<file path="config.mk">
export PLATFORM = sky130hd
export DESIGN_NAME = bresenham_line_rasterizer_top
export DESIGN_NICKNAME = d
export VERILOG_FILES = /design/src/design/blr_pkg.sv /design/src/design/bresenham_line_rasterizer_top.sv /design/src/design/blr_front.sv /design/src/design/blr_cmd_queue.sv /design/src/design/blr_back.sv
export VERILOG_INCLUDE_DIRS = /design/src /design/src/design
export SDC_FILE = /design/constraint.sdc
export NUM_CORES = 1
export LEC_CHECK = 0
export ABC_AREA = 1
export BUFFER_PORTS_ARGS = -buffer_cell sky130_fd_sc_hd__buf_2
export CAP_MARGIN = 30
export CELL_PAD_IN_SITES_DETAIL_PLACEMENT = 1
export CELL_PAD_IN_SITES_GLOBAL_PLACEMENT = 2
export CORE_MARGIN = 5
export CORE_UTILIZATION = 41
export CTS_CLUSTER_SIZE = 28
export DETAILED_ROUTE_END_ITERATION = 10
export PLACE_DENSITY_LB_ADDON = 0.1
export SETUP_SLACK_MARGIN = 0.05
export SYNTH_ARGS = -nofsm -noshare
export SYNTH_HDL_FRONTEND = slang
export SYNTH_SLANG_ARGS = --single-unit
</file>
<file path="constraint.sdc">
create_clock -name clk_i -period 8.5 [get_ports clk_i]
set_input_delay 0 -clock clk_i [delete_from_list [all_inputs] [get_ports clk_i]]
set_output_delay 0 -clock clk_i [all_outputs]
set_load 0.005 [all_outputs]
</file>
<file path="src/design/bresenham_line_rasterizer_top_macros.svh">
// Assertion macros shared by the rasterizer modules.
// No dependencies; files that assert include this header.
`ifndef BRESENHAM_LINE_RASTERIZER_TOP_MACROS_SVH
`define BRESENHAM_LINE_RASTERIZER_TOP_MACROS_SVH

// Same-cycle implication, disabled while in reset.
`define BLR_ASSERT_IMPLIES(name, clk, rst_n, ante, cons, msg) \
  name: assert property (@(posedge clk) disable iff (!rst_n) (ante) |-> (cons)) \
    else $error(msg);

// Next-cycle implication, disabled while in reset.
`define BLR_ASSERT_NEXT(name, clk, rst_n, ante, cons, msg) \
  name: assert property (@(posedge clk) disable iff (!rst_n) (ante) |=> (cons)) \
    else $error(msg);

`endif

</file>
<file path="src/design/blr_pkg.sv">
// Types and constants of the line rasterizer.
// No dependencies; used by all rasterizer modules.
package blr_pkg;

  localparam int unsigned CoordBits = 10;
  // Error spans +-2*(2^CoordBits - 1): two bits above the coordinate.
  localparam int unsigned ErrBits   = CoordBits + 2;
  localparam int unsigned QueueDepth = 2;
  localparam int unsigned QueueIdxBits = $clog2(QueueDepth);
  localparam int unsigned QueueCntBits = $clog2(QueueDepth + 1);

  typedef logic [CoordBits-1:0] coord_t;
  typedef logic signed [ErrBits-1:0] err_t;

  typedef enum logic {
    ACT_LOAD = 1'b0,
    ACT_STEP = 1'b1
  } action_e;

  typedef struct packed {
    action_e action;
    coord_t  start_x;
    coord_t  start_y;
    coord_t  finish_x;
    coord_t  finish_y;
  } in_item_t;

  typedef struct packed {
    coord_t pixel_x;
    coord_t pixel_y;
    logic   last_pixel;
  } out_item_t;

  // Classified item as it travels from front to back.
  typedef struct packed {
    action_e action;
    coord_t  pos_x;
    coord_t  pos_y;
    coord_t  delta_major;
    coord_t  delta_minor;
    err_t    error_init;
    logic    minor_neg;
    logic    steep;
  } cmd_t;

  // Queue status seen by the back end; its full flag drives the top-level full port.
  typedef struct packed {
    logic full;
    logic valid;
  } q_status_t;

endpackage

</file>
<file path="src/design/bresenham_line_rasterizer_top.sv">
// Line rasterizer top level: front setup, command queue and pixel back end.
// Depends on blr_pkg, blr_front, blr_cmd_queue and blr_back.
//
// Items go in through a queue-style port (push/full) and pixels come out
// through another (empty/pop). A load item carries two endpoints, produces no
// pixel and is set up by the combinational front end; a step item yields one
// pixel of the current line (both endpoints included, the final one marked by
// last_pixel) or nothing when no line is active. The back end does one error
// add-compare-update per cycle, so the block sustains one item per clock while
// the receiver keeps popping. A step item's pixel goes through the command
// queue and then the output register before it reaches the output ports.
// A two-entry command queue and the output register decouple both sides.
module bresenham_line_rasterizer_top (
  input  logic               clk_i,
  input  logic               rst_ni,
  input  logic               push,
  output logic               full,
  input  blr_pkg::in_item_t  in_item_i,
  output logic               empty,
  input  logic               pop,
  output blr_pkg::out_item_t out_item_o
);

  blr_pkg::cmd_t      front_cmd, queue_cmd;
  blr_pkg::q_status_t q_status;
  logic               cmd_take;

  blr_front u_front (
    .in_item_i (in_item_i),
    .cmd_o     (front_cmd)
  );

  blr_cmd_queue u_queue (
    .clk_i    (clk_i),
    .rst_ni   (rst_ni),
    .wr_en_i  (push),
    .wr_cmd_i (front_cmd),
    .rd_en_i  (cmd_take),
    .rd_cmd_o (queue_cmd),
    .status_o (q_status)
  );

  blr_back u_back (
    .clk_i      (clk_i),
    .rst_ni     (rst_ni),
    .cmd_i      (queue_cmd),
    .q_status_i (q_status),
    .cmd_take_o (cmd_take),
    .empty      (empty),
    .pop        (pop),
    .out_item_o (out_item_o)
  );

  assign full = q_status.full;

endmodule

</file>
<file path="src/design/blr_front.sv">
// Front end: classifies an incoming item and does the line setup for loads.
// Depends on blr_pkg.
module blr_front (
  input  blr_pkg::in_item_t in_item_i,
  output blr_pkg::cmd_t     cmd_o
);

  blr_pkg::coord_t adx, ady, sx, sy, ex, ey;
  logic            steep, swap;

  always_comb begin
    adx   = (in_item_i.start_x > in_item_i.finish_x) ?
            in_item_i.start_x - in_item_i.finish_x :
            in_item_i.finish_x - in_item_i.start_x;
    ady   = (in_item_i.start_y > in_item_i.finish_y) ?
            in_item_i.start_y - in_item_i.finish_y :
            in_item_i.finish_y - in_item_i.start_y;
    steep = ady > adx;
    // major coordinate must count up
    swap  = steep ? (in_item_i.start_y > in_item_i.finish_y) :
                    (in_item_i.start_x > in_item_i.finish_x);
    sx    = swap ? in_item_i.finish_x : in_item_i.start_x;
    sy    = swap ? in_item_i.finish_y : in_item_i.start_y;
    ex    = swap ? in_item_i.start_x  : in_item_i.finish_x;
    ey    = swap ? in_item_i.start_y  : in_item_i.finish_y;

    cmd_o.action      = in_item_i.action;
    cmd_o.pos_x       = sx;
    cmd_o.pos_y       = sy;
    cmd_o.steep       = steep;
    cmd_o.delta_major = steep ? ady : adx;
    cmd_o.delta_minor = steep ? adx : ady;
    cmd_o.minor_neg   = steep ? (ex < sx) : (ey < sy);
    cmd_o.error_init  = blr_pkg::err_t'({1'b0, cmd_o.delta_minor, 1'b0})
                      - blr_pkg::err_t'({2'b00, cmd_o.delta_major});
  end

endmodule

</file>
<file path="src/design/blr_cmd_queue.sv">
// Short queue between front and back so that each side stalls on its own.
// Depends on blr_pkg.
module blr_cmd_queue (
  input  logic               clk_i,
  input  logic               rst_ni,
  input  logic               wr_en_i,
  input  blr_pkg::cmd_t      wr_cmd_i,
  input  logic               rd_en_i,
  output blr_pkg::cmd_t      rd_cmd_o,
  output blr_pkg::q_status_t status_o
);

  blr_pkg::cmd_t mem_q [blr_pkg::QueueDepth];
  logic [blr_pkg::QueueIdxBits-1:0] wr_ptr_q, wr_ptr_d, rd_ptr_q, rd_ptr_d;
  logic [blr_pkg::QueueCntBits-1:0] count_q, count_d;
  logic do_wr, do_rd;

  assign status_o.full  = count_q == blr_pkg::QueueCntBits'(blr_pkg::QueueDepth);
  assign status_o.valid = count_q != '0;
  assign do_wr = wr_en_i && !status_o.full;
  assign do_rd = rd_en_i && status_o.valid;
  assign rd_cmd_o = mem_q[rd_ptr_q];

  // depth is a power of two, so pointers wrap naturally
  always_comb begin
    wr_ptr_d = do_wr ? wr_ptr_q + 1'b1 : wr_ptr_q;
    rd_ptr_d = do_rd ? rd_ptr_q + 1'b1 : rd_ptr_q;
    count_d  = count_q;
    if (do_wr && !do_rd) begin
      count_d = count_q + 1'b1;
    end else if (do_rd && !do_wr) begin
      count_d = count_q - 1'b1;
    end
  end

  always_ff @(posedge clk_i or negedge rst_ni) begin
    if (!rst_ni) begin
      wr_ptr_q <= '0;
      rd_ptr_q <= '0;
      count_q  <= '0;
    end else begin
      wr_ptr_q <= wr_ptr_d;
      rd_ptr_q <= rd_ptr_d;
      count_q  <= count_d;
    end
  end

  always_ff @(posedge clk_i) begin
    if (do_wr) begin
      mem_q[wr_ptr_q] <= wr_cmd_i;
    end
  end

endmodule

</file>
<file path="src/design/blr_back.sv">
// Back end: line state, per-pixel error update and the result register.
// Depends on blr_pkg and the assertion macro header.
`include "bresenham_line_rasterizer_top_macros.svh"

module blr_back (
  input  logic               clk_i,
  input  logic               rst_ni,
  input  blr_pkg::cmd_t      cmd_i,
  input  blr_pkg::q_status_t q_status_i,
  output logic               cmd_take_o,
  output logic               empty,
  input  logic               pop,
  output blr_pkg::out_item_t out_item_o
);

  blr_pkg::coord_t pos_x_q, pos_x_d, pos_y_q, pos_y_d;
  blr_pkg::coord_t dmaj_q, dmaj_d, dmin_q, dmin_d, steps_q, steps_d;
  blr_pkg::err_t   err_q, err_d, err_mid, dmaj2, dmin2;
  logic            neg_q, neg_d, steep_q, steep_d, busy_q, busy_d;
  logic            out_valid_q, out_valid_d, out_ready, is_step, emit, err_pos;
  blr_pkg::out_item_t out_q, out_d;
  blr_pkg::coord_t minor_cur, minor_next;

  assign out_ready  = !out_valid_q || pop;
  assign cmd_take_o = q_status_i.valid && out_ready;
  assign is_step    = cmd_i.action == blr_pkg::ACT_STEP;
  assign emit       = cmd_take_o && is_step && busy_q;
  assign empty      = !out_valid_q;
  assign out_item_o = out_q;

  assign dmaj2   = blr_pkg::err_t'({1'b0, dmaj_q, 1'b0});
  assign dmin2   = blr_pkg::err_t'({1'b0, dmin_q, 1'b0});
  assign err_pos = !err_q[blr_pkg::ErrBits-1] && (err_q != '0);

  always_comb begin
    pos_x_d = pos_x_q;
    pos_y_d = pos_y_q;
    dmaj_d  = dmaj_q;
    dmin_d  = dmin_q;
    steps_d = steps_q;
    err_d   = err_q;
    neg_d   = neg_q;
    steep_d = steep_q;
    busy_d  = busy_q;
    out_d   = out_q;
    out_valid_d = out_valid_q && !pop;

    minor_cur  = steep_q ? pos_x_q : pos_y_q;
    minor_next = neg_q ? minor_cur - 1'b1 : minor_cur + 1'b1;
    err_mid    = err_pos ? err_q - dmaj2 : err_q;

    if (cmd_take_o && !is_step) begin
      pos_x_d = cmd_i.pos_x;
      pos_y_d = cmd_i.pos_y;
      dmaj_d  = cmd_i.delta_major;
      dmin_d  = cmd_i.delta_minor;
      steps_d = cmd_i.delta_major;
      err_d   = cmd_i.error_init;
      neg_d   = cmd_i.minor_neg;
      steep_d = cmd_i.steep;
      busy_d  = 1'b1;
    end else if (emit) begin
      out_d.pixel_x    = pos_x_q;
      out_d.pixel_y    = pos_y_q;
      out_d.last_pixel = steps_q == '0;
      out_valid_d      = 1'b1;
      if (steps_q == '0) begin
        busy_d = 1'b0;
      end else begin
        steps_d = steps_q - 1'b1;
        err_d   = err_mid + dmin2;
        if (steep_q) begin
          pos_y_d = pos_y_q + 1'b1;
          if (err_pos) begin
            pos_x_d = minor_next;
          end
        end else begin
          pos_x_d = pos_x_q + 1'b1;
          if (err_pos) begin
            pos_y_d = minor_next;
          end
        end
      end
    end
  end

  always_ff @(posedge clk_i or negedge rst_ni) begin
    if (!rst_ni) begin
      pos_x_q     <= '0;
      pos_y_q     <= '0;
      dmaj_q      <= '0;
      dmin_q      <= '0;
      steps_q     <= '0;
      err_q       <= '0;
      neg_q       <= 1'b0;
      steep_q     <= 1'b0;
      busy_q      <= 1'b0;
      out_valid_q <= 1'b0;
    end else begin
      pos_x_q     <= pos_x_d;
      pos_y_q     <= pos_y_d;
      dmaj_q      <= dmaj_d;
      dmin_q      <= dmin_d;
      steps_q     <= steps_d;
      err_q       <= err_d;
      neg_q       <= neg_d;
      steep_q     <= steep_d;
      busy_q      <= busy_d;
      out_valid_q <= out_valid_d;
    end
  end

  always_ff @(posedge clk_i) begin
    out_q <= out_d;
  end

  `BLR_ASSERT_IMPLIES(a_steps_bound, clk_i, rst_ni, busy_q, steps_q <= dmaj_q, "steps exceed major delta")
  `BLR_ASSERT_IMPLIES(a_err_bound, clk_i, rst_ni, busy_q, err_q <= dmin2, "error term above 2*minor delta")
  `BLR_ASSERT_IMPLIES(a_idle_steps, clk_i, rst_ni, !busy_q, steps_q == '0, "idle with steps pending")
  `BLR_ASSERT_NEXT(a_last_ends, clk_i, rst_ni, emit && (steps_q == '0), !busy_q, "still busy after last pixel")

endmodule

</file>
==> results by group, run 1 <==
Outcome
  – Status: complete, no violations

Synthesis
  – Syn Inst Count: roughly 1500
  – Syn_area_per_cell: just over 8 µm²
  – EDFF count, synth: approximately 130
  – Synthesis-stage register bit count: between 150 and 200
  – Yosys warnings: 0
  – Most used DFF post-synth: edfxtp_1
  – Syn_nets: 1668
  – Yosys cell types: 48
  – Async S/R FF share, synth: 35.2%
  – Mapped cell area: 12700 µm²
  – Register area share after synthesis: between 40% and 50%

Routing
  – Final wirelength: roughly 38000 µm
  – Via count: 10600
  – DRC Markers: 0
  – Metal-1 WL: around 18000 µm
  – Metal2 WL: about 18000 µm
  – Drt first pass iters: 4
  – DR top layer: met4
  – Routed wl met3: between 1000 and 1500 µm
  – Post-DR wirelength/cell: 19.0 µm
  – Antenna viol nets, final: 0
  – Vias/cell: 5.28
  – DRT iter0 DRCs: 563

Place
  – Placement Setup Slack: 2.38 ns
  – Hpwl dp: about 29000 µm
  – Placer Congestion: approximately 0.9
  – Placed Cells: approximately 2000
  – IO Port Bufs: between 60 and 70

STA
  – Final worst slack: about 2.4 ns
  – Setup Skew: about 0.016 ns
  – Tmin final: 6.08 ns
  – Final hold viol count: 0
  – Fmax: between 150 and 200 MHz
  – Total negative slack: 0 ns
  – Final hold slack: 0.0394 ns
  – Final setup fails: 0
  – Number of max-slew violations in the final report: 0
  – Slew HR: between 30% and 40%
  – RSZ-0062 raised after global routing: false
  – Worst slew pin tran: 0.900 ns
  – Post-route clock period utilization: 71.5%

Clock network
  – H-tree depth: 4
  – Sink Count: a little under 200
  – Worst skew pair latency: roughly 0.45 ns
  – CTS Buf Count: 17
  – Post-CTS Setup Repair Bufs: 0
  – Clock buffer depth: 2
  – CTS tree: yes
  – Clk slew on worst S/H paths: approximately 0.08 ns
  – Clk root buf: clkbuf_16

GRT
  – GRT Total Usage: 22.6%
  – Remaining Overflow, GRT: 0
  – First-pass GRT wire length: just over 60000 µm
  – Via count of the first global-routing pass: between 10000 and 15000
  – Initial antenna violation count: 0
  – Largest net degree at the start of global routing: between 80 and 90

Worst setup path
  – Setup CP Type: input port to flop
  – CP Max Fanout: 32
  – Worst path max stage delay: 0.70 ns
  – Worst Setup Start Kind: input port
  – Crit-path slowest cell: o21ai_0
  – Critical path data required time: roughly 8.7 ns
  – CP Capture Type: flop
  – Worst Path Arrival: between 6 and 7 ns

Floorplanning
  – I/O pin count: 68
  – Initial Util: between 40% and 50%
  – Die ar.: approximately 35000 µm²
  – Height of the die: approximately 190 µm
  – Num rows: between 60 and 70
  – Core Region: just over 30000 µm²
  – Die width: between 150 and 200 µm

Cells and area
  – Final nets: roughly 1700
  – P&R area growth vs syn: 12.1%
  – Share of layout cells above drive strength 1: 9.34%
  – Util after Layout: approximately 47%
  – FILL cells: between 3000 and 4000
  – Non-filler instance count after layout: 2002
  – Ant diodes: 0

Hold path
  – Hold Crit Class: input port to flop

Power and ir drop
  – Static leakage: 0.00650 µW
  – Peak supply drop: about 0.20 mV
  – Power per standard cell area: approximately 470 nW/µm²

Run
  – Max-capacitance violation count: 0
[placed cells by master, fill, tap and decap left out, drive strengths merged, types with 4 or more instances in the layout]
cell	n
nand2	426
inv	193
o21ai	150
edfxtp	129
ha	87
nor2	83
nand3	79
buf	76
a21oi	75
dfrtp	70
xor2	46
a31oi	32
o211ai	27
clkbuf	18
dlygate4sd3	17
nor3	15
xnor2	12
or2	8
fa	8
o21bai	7
and2	5
o21a	5
nand4	4
clkinv	4
[worst paths after layout]
kind | start | end | slack, ns | depth (start not counted)
min in group asynchronous | rst_ni | u_back.pos_y_q[7] | 0.10 | 3
max | in_item_i[7] | u_queue.mem_q[0][11] | 2.42 | 29
max reg2reg | u_back.err_q[10] | u_back.err_q[10] | 4.78 | 16
min reg2reg | u_back.pos_y_q[8] | u_back.out_item_o[9] | 0.45 | 0
min | in_item_i[23] | u_queue.mem_q[1][37] | 0.04 | 3
max in group asynchronous | rst_ni | u_back.pos_y_q[0] | 7.58 | 3
[sequential cells by signal, indices dropped and copies added, names as in the netlist]
register            count
u_back.err_q           12
u_back.pos_x_q         10
u_back.neg_q            1
u_queue.wr_ptr_q        1
u_back.steep_q          1
u_back.busy_q           1
u_back.out_item_o      21
u_back.dmaj_q          10
u_queue.mem_q         108
u_back.pos_y_q         10
u_back.steps_q         10
u_back.out_valid_q      1
u_queue.count_q         2
u_queue.rd_ptr_q        1
u_back.dmin_q          10
[timing repair]
item	in CTS	in global routing
resized for setup	0	0
hold endpoints to repair	87	0
hold buffers	17	0
[per-layer routing]
layer	vias up	track usage, %
met5	-	0
met4	0	5.48
met3	31	2.76
met2	137	37.4
met1	5172	31.8
li1	5239	-
[worst max-delay path, delay by kind of cell]
kind | cells | cell delay, ns
simple gates | 14 | 1.87
compound gates | 4 | 1.56
fa+ha+maj | 3 | 1.08
buf+inv | 6 | 1.07
xor+xnor | 1 | 0.44
mux | 1 | 0.24
[stage by stage]
| stage | power, µW | instance area, µm² |
|---|---|---|
| floorplan | 4580 | 12700 |
| global placement | 5610 | 13400 |
| detailed placement | 5750 | 13500 |
| CTS | 6690 | 14200 |
| global route | 7260 | 14200 |
| finish | 6630 | 14200 |
[cell usage after synthesis, types with 2 or more instances]
cell type  count  share of area [%]
dfrtp_1       70                 14
inv_1        185                5.5
o21a_1         5               0.30
nor4_1         3               0.15
nand3_1       75                3.0
a221oi_1       2               0.14
o221ai_1       2               0.14
nand4_1        4               0.20
nand2_1      410                 12
o21ai_0      141                5.6
or2_2          8               0.39
edfxtp_1     129                 30
o21ai_2        3               0.21
a21oi_1       75                3.0
nor3_1        15               0.59
and2_1         5               0.25
mux2i_1        3               0.24
a21o_1         2               0.12
buf_2          4               0.16
o21bai_1       7               0.41
nand3_2        3               0.24
nand2_4        2               0.18
xor2_1        46                3.2
buf_4          3               0.18
o21ai_1        6               0.24
nor2_1        78                2.3
a31oi_1       32                1.6
nand2_2       14               0.69
inv_2          2              0.059
xnor2_1       12               0.83
buf_1          4               0.12
a211oi_1       2               0.12
fa_1           8                1.3
ha_1          87                8.6
o2111ai_1      3               0.21
clkbuf_1      35                1.0
o211ai_1      27                1.6
o31ai_1        3               0.18
nor2_2         4               0.20
[final cells by class]
type | count | area, µm² | share of cell area, %
Clock buffer | 18 | 429 | 3.01
Clock inverter | 14 | 188 | 1.32
Inverter | 188 | 706 | 4.95
Multi-Input combinational cell | 1094 | 6200 | 43.6
Sequential cell | 199 | 5630 | 39.5
Tap cell | 396 | 495 | 3.48
Timing Repair Buffer | 93 | 596 | 4.18
[power by group]
part	switching (µW)	internal [µW]	leakage [µW]	total [µW]
combinational	2580	1280	0.00416	3860
sequential	223	1680	0.00204	1900
clock	391	472	0.000296	864
[cell families after synthesis]
kind of cell | count (synthesis) | share of synthesized area (%)
fa+ha+maj | 95 | 9.83
simple gates | 623 | 20.5
compound gates | 314 | 14.0
mux | 4 | 0.325
buf+inv | 235 | 7.13
flops | 199 | 44.3
xor+xnor | 58 | 4.00
Note: power is estimated with default switching activity, not from simulation.
==> inputs of run 2 (changes only) <==
--- a/config.mk
+++ b/config.mk
@@ -12,7 +12,7 @@
 export CELL_PAD_IN_SITES_DETAIL_PLACEMENT = 1
 export CELL_PAD_IN_SITES_GLOBAL_PLACEMENT = 2
 export CORE_MARGIN = 5
-export CORE_UTILIZATION = 41
+export CORE_UTILIZATION = 38
 export CTS_CLUSTER_SIZE = 28
 export DETAILED_ROUTE_END_ITERATION = 10
 export PLACE_DENSITY_LB_ADDON = 0.1
==> constraint.sdc (replaced) <==
create_clock -name clk_i -period 5.59 [get_ports clk_i]
set_input_delay 0 -clock clk_i [delete_from_list [all_inputs] [get_ports clk_i]]
set_output_delay 0 -clock clk_i [all_outputs]
set_load 0.005 [all_outputs]
==> run 2 against run 1 <==
Global-route usage decreased by 1.7 points. Wire length down 0.29%. Die area up 7.5%. Clock skew decreased by 0.0025 ns. Critical path type unchanged. Largest cell class unchanged.
==> results by group, run 2 (synthesis gave the netlist of run 1 again) <==
Worst setup path
  – Worst Setup Start Kind: input port
  – CP Max Fanout: 14
  – Critical path data required time: about 5.9 ns
  – Top cell family by delay on the critical path: simple AND/OR/NAND/NOR gates
  – Most used cell, CP: nand2_1
  – CP bufs+invs: 5
  – CP Capture Type: flop
  – Worst path max stage delay: 0.53 ns
  – Setup CP Type: input port to flop
  – Crit-path slowest cell: dlygate4sd3_1
  – Worst Path Arrival: roughly 5.5 ns

Cells and area
  – Most frequent cells in the layout: nand2_1, inv_1, o21ai_0
  – Max reg flops: between 100 and 150
  – Ant diodes: 0
  – Non-filler instance count after layout: slightly above 2000
  – Top reg by flops: u_queue.mem_q
  – Sequential cell area: approximately 5600 µm²
  – Share of layout cells above drive strength 1: about 12%
  – Most common cell after layout, fill and taps aside: nand2_1
  – P&R area growth vs syn: 14.6%
  – Final nets: roughly 1800
  – FILL cells: 3984
  – Multi-input logic area: between 6000 and 7000 µm²

STA
  – Fmax: 193 MHz
  – Tmin final: approximately 5.2 ns
  – RSZ-0062 raised after global routing: true
  – Setup Skew: roughly 0.013 ns
  – Post-route clock period utilization: approximately 93%
  – Worst slew pin tran: 0.826 ns
  – Final hold slack: roughly 0.046 ns
  – Number of max-slew violations in the final report: 0
  – Slew HR: 44.4%
  – Final hold viol count: 0
  – Final setup fails: 0

Place
  – Hpwl dp: around 30000 µm
  – Placed Cells: roughly 2000
  – IO Port Bufs: 67
  – Placer Congestion: between 0.8 and 0.9

Floorplanning
  – Height of the die: roughly 190 µm
  – Initial Util: a little under two fifths
  – Num rows: 67
  – Die ar.: roughly 37000 µm²
  – I/O pin count: between 60 and 70
  – Core Region: 33300 µm²
  – Die width: 193 µm

Power and ir drop
  – Peak supply drop: approximately 0.32 mV
  – Power per standard cell area: 698 nW/µm²
  – Total chip power: between 10000 and 15000 µW
  – Static leakage: around 0.0066 µW

Clock network
  – Sink Count: 199
  – CTS tree: yes
  – CTS Buf Count: 17
  – Worst skew pair latency: roughly 0.45 ns
  – Clock buffer depth: 2
  – H-tree depth: 4
  – Clk slew on worst S/H paths: approximately 0.07 ns
  – Clk root buf: clkbuf_16

Run
  – Max-capacitance violation count: 0

Routing
  – DRT iter0 DRCs: 413
  – Via count: between 10000 and 15000
  – Drt first pass iters: 4
  – Final wirelength: between 30000 and 40000 µm
  – Post-DR wirelength/cell: ~18 µm
  – DRC Markers: 0
  – Antenna viol nets, final: 0
  – Vias/cell: ~5.1

Outcome
  – Status: complete, no violations

Hold path
  – Hold Crit Class: input port to flop

GRT
  – Via count of the first global-routing pass: about 11000
  – Initial antenna violation count: 0
  – Largest net degree at the start of global routing: between 60 and 70
  – GRT Total Usage: a little over a fifth
  – Remaining Overflow, GRT: 0
  – First-pass GRT wire length: 60400 µm
[run 2: worst reg2reg max path: cells and delay by family (launching register included)]
kind                       cells  cell delay [ns]
AOI/OAI and AO/OA              7             1.40
adders and majority gates      1             0.31
DFF                            1             0.43
buffers and inverters          1             0.24
and+or+nand+nor                7             1.29
[run 2: final cells by class]
| class | instances | area share, % |
|---|---|---|
| Timing Repair Buffer | 115 | 5.16 |
| Sequential cell | 199 | 38.6 |
| Multi-Input combinational cell | 1094 | 43.3 |
| Clock buffer | 21 | 3.46 |
| Inverter | 188 | 4.87 |
| Tap cell | 448 | 3.85 |
| Clock inverter | 11 | 0.679 |
[run 2: report_power, final]
group	switching (µW)	total [µW]	internal, µW
registers	338	2890	2550
logic	3940	6030	2080
clock network	584	1250	665
[run 2: through the flow]
| step | setup TNS (ns) | area (µm²) | setup WS (ns) | util (%) |
|---|---|---|---|---|
| 4_1_cts | 0 | 14400 | 0.119 | 43.3 |
| 6_report | 0 | 14600 | 0.398 | 43.8 |
| 3_5_place_dp | 0 | 13600 | 0.134 | 40.9 |
| 5_1_grt | -0.203 | 14600 | -0.0501 | 43.8 |
| 3_3_place_gp | 0 | 13600 | 0.223 | 40.9 |
| 2_1_floorplan | 0 | 12700 | 0.814 | - |
[run 2: timing repair]
item | in CTS | in global routing
hold buffers | 20 | 0
resized for setup | 0 | 27
endpoints found under the hold margin | 91 | 0
setup endpoints to repair | 0 | 34
buffers inserted | 0 | 5
[run 2: final timing paths]
path | start | to | slack [ns] | depth (start not counted)
worst min-delay path | in_item_i[38] | u_queue.mem_q[1][52] | 0.05 | 4
worst max-delay path | in_item_i[16] | u_queue.mem_q[1][13] | 0.40 | 30
worst min register to register | u_back.pos_y_q[8] | u_back.out_item_o[9] | 0.46 | 0
worst max register to register | u_back.err_q[10] | u_back.err_q[10] | 1.84 | 16
min in group asynchronous | rst_ni | u_back.pos_y_q[8] | 0.30 | 3
max in group asynchronous | rst_ni | u_back.pos_y_q[9] | 4.57 | 3
[run 2: layer usage]
metal / up-vias / routed length, µm / global-route usage [%]
met5: - / 0 / 0
met4: 0 / 573 / 5.16
met3: 27 / 689 / 2.46
met2: 106 / 17800 / 34.8
met1: 5152 / 18800 / 29.2
li1: 5279 / - / -
==> inputs of run 3 (changes only) <==
--- a/config.mk
+++ b/config.mk
@@ -12,7 +12,8 @@
 export CELL_PAD_IN_SITES_DETAIL_PLACEMENT = 1
 export CELL_PAD_IN_SITES_GLOBAL_PLACEMENT = 2
 export CORE_MARGIN = 5
-export CORE_UTILIZATION = 38
+export CORE_UTILIZATION = 39
+export CTS_BUF_LIST = sky130_fd_sc_hd__clkbuf_8
 export CTS_CLUSTER_SIZE = 28
 export DETAILED_ROUTE_END_ITERATION = 10
 export PLACE_DENSITY_LB_ADDON = 0.1
==> run 3 against run 2 <==
Sequential share of layout area grew 0.42 points. Sequential power is essentially flat. Clock power shrank 27%. Power shrank 3.4%. Global-route usage is essentially flat. Register-to-register slack gained 0.04 ns. Setup slack lost 0.022 ns. Worst hold slack lost 0.0077 ns. Fmax shrank 0.42%. Count of clock-buffer cells in the layout shrank 4. Critical endpoint is now u_queue.mem_q[1][12]. Largest cell class unchanged. Highest routed layer unchanged.
==> results by group, run 3 (synthesis gave the netlist of run 1 again) <==
Outcome
  – Status: complete, no violations

Clock network
  – CTS tree: yes
  – Clk root buf: clkbuf_8
  – Worst skew pair latency: about 0.5 ns
  – H-tree depth: 4
  – CTS Buf Count: 17
  – Sink Count: ~200
  – Clock buffer depth: 2
  – Clk slew on worst S/H paths: between 0.1 and 0.15 ns

STA
  – Final worst slack: ~0.38 ns
  – Final setup fails: 0
  – Setup Skew: approximately 0.025 ns
  – Post-route clock period utilization: between 90% and 100%
  – Slew HR: between 40 and 50%
  – Worst slew pin tran: 0.852 ns
  – Fmax: roughly 190 MHz
  – Tmin final: ~5.2 ns
  – Final hold viol count: 0
  – Number of max-slew violations in the final report: 0
  – RSZ-0062 raised after global routing: false
  – Total negative slack: 0 ns

Power and ir drop
  – Power per standard cell area: 682 nW/µm²
  – Static leakage: around 0.0065 µW
  – Pint: approximately 5000 µW
  – Switching power: 4820 µW
  – Clock power share: 9.3%
  – Comb pwr share: approximately 60%
  – Sw Share: approximately half
  – Peak supply drop: ~0.35 mV
  – Reg power frac: 29.3%

Cells and area
  – Most frequent cells in the layout: nand2_1, inv_1, o21ai_0
  – Share of layout cells above drive strength 1: roughly 11%
  – Ant diodes: 0
  – Top reg by flops: u_queue.mem_q
  – Max reg flops: roughly 110
  – Util after Layout: 44.5%
  – Non-filler instance count after layout: roughly 2100
  – P&R area growth vs syn: 13.4%
  – Final nets: ~1800
  – Multi-input logic area: ~6300 µm²
  – Post-Layout Inst Area: 14400 µm²
  – Sequential cell area: around 5600 µm²
  – FILL cells: ~3900
  – Most common cell after layout, fill and taps aside: nand2_1

Worst setup path
  – Most used cell, CP: nand2_1
  – CP bufs+invs: 6
  – Crit-path slowest cell: dlygate4sd3_1
  – Setup CP Type: input port to flop
  – Worst Path Arrival: ~5.5 ns
  – CP Max Fanout: 16
  – Top cell family by delay on the critical path: simple AND/OR/NAND/NOR gates
  – Worst path max stage delay: 0.54 ns
  – Critical path data required time: roughly 5.8 ns
  – CP Capture Type: flop
  – Worst Setup Start Kind: input port

Routing
  – Drt first pass iters: 5
  – DRC Markers: 0
  – Final wirelength: approximately 38000 µm
  – Vias/cell: just over 5
  – Antenna viol nets, final: 0
  – Via count: between 10000 and 15000
  – Post-DR wirelength/cell: roughly 18 µm
  – DRT iter0 DRCs: approximately 500

Run
  – Max-capacitance violation count: 0

GRT
  – Via count of the first global-routing pass: about 11000
  – Remaining Overflow, GRT: 0
  – Largest net degree at the start of global routing: just over 80
  – First-pass GRT wire length: approximately 60000 µm
  – GRT Total Usage: between 20% and 30%
  – Initial antenna violation count: 0

Floorplanning
  – Core Region: between 30000 and 40000 µm²
  – Height of the die: 191 µm
  – Die ar.: roughly 36000 µm²
  – I/O pin count: slightly below 70
  – Initial Util: around 39%
  – Die width: 191 µm
  – Num rows: between 60 and 70

Place
  – Placement Setup Slack: -0.0932 ns
  – Placed Cells: about 2000
  – Placer Congestion: between 0.8 and 0.9
  – DP Area: between 10000 and 15000 µm²
  – Hpwl dp: 29000 µm
  – IO Port Bufs: 67

Hold path
  – Hold Crit Class: input port to flop
[run 3: cell count changes in the layout (fill, tap and decap cells not counted), moves of 3 or more]
cell           previous run  this run
inv_1                   184       187
dlygate4sd3_1            20        29
clkbuf_16                20         0
inv_6                     2         6
clkbuf_8                  0        17
[run 3: final cells by class]
cell class	count	share of cell area (%)
Inverter	188	4.92
Clock buffer	17	1.62
Tap cell	442	3.84
Sequential cell	199	39.1
Timing Repair Buffer	123	5.91
Multi-Input combinational cell	1094	43.7
Clock inverter	15	0.990
[run 3: metrics by stage]
stage / total power, µW / hold slack, ns
floorplan: 6960 / -0.296
global placement: 8650 / 0.202
detailed placement: 8820 / -0.137
CTS: 9840 / 0.000339
global route: 10800 / 0.0391
finish: 9820 / 0.0386
[run 3: per-layer routing]
metal,vias up,track usage (%),wire (µm)
met5,-,0,0
met4,0,4.86,482
met3,30,1.90,599
met2,103,34.9,17700
met1,5189,29.8,18900
li1,5290,-,-
[run 3: timing repair]
action / in CTS / in global routing
endpoints found under the setup margin: 0 / 18
hold buffers: 29 / 0
gates resized for setup: 0 / 19
endpoints found under the hold margin: 100 / 0
setup buffers: 0 / 5
[run 3: power by group through the flow]
| stage | Clock (µW) | Combinational [µW] | Sequential (µW) |
|---|---|---|---|
| 4_1_cts | 949 | 6000 | 2890 |
| 3_3_place_gp | 0 | 5750 | 2890 |
| 2_1_floorplan | 0 | 4130 | 2830 |
| 5_1_grt | 999 | 6810 | 2950 |
| 3_5_place_dp | 0 | 5900 | 2920 |
| 6_report | 917 | 6020 | 2880 |
[run 3: final timing paths]
kind,start,end,slack (ns),cells past startpoint
setup / recovery,in_item_i[35],u_queue.mem_q[1][12],0.38,35
max in group asynchronous,rst_ni,u_back.pos_y_q[9],4.62,3
hold reg to reg,u_back.pos_y_q[8],u_back.out_item_o[9],0.46,0
hold / removal,in_item_i[4],u_queue.mem_q[0][38],0.04,3
setup reg to reg,u_back.err_q[10],u_back.err_q[10],1.88,16
min in group asynchronous,rst_ni,u_back.pos_x_q[6],0.05,3
[run 3: worst reg2reg max path: cells and delay by family (launching register included)]
| kind | cells | cell delay (ns) |
|---|---|---|
| AOI/OAI and AO/OA | 7 | 1.40 |
| adders and majority gates | 1 | 0.31 |
| buffers and inverters | 1 | 0.23 |
| DFF | 1 | 0.44 |
| and+or+nand+nor | 7 | 1.24 |
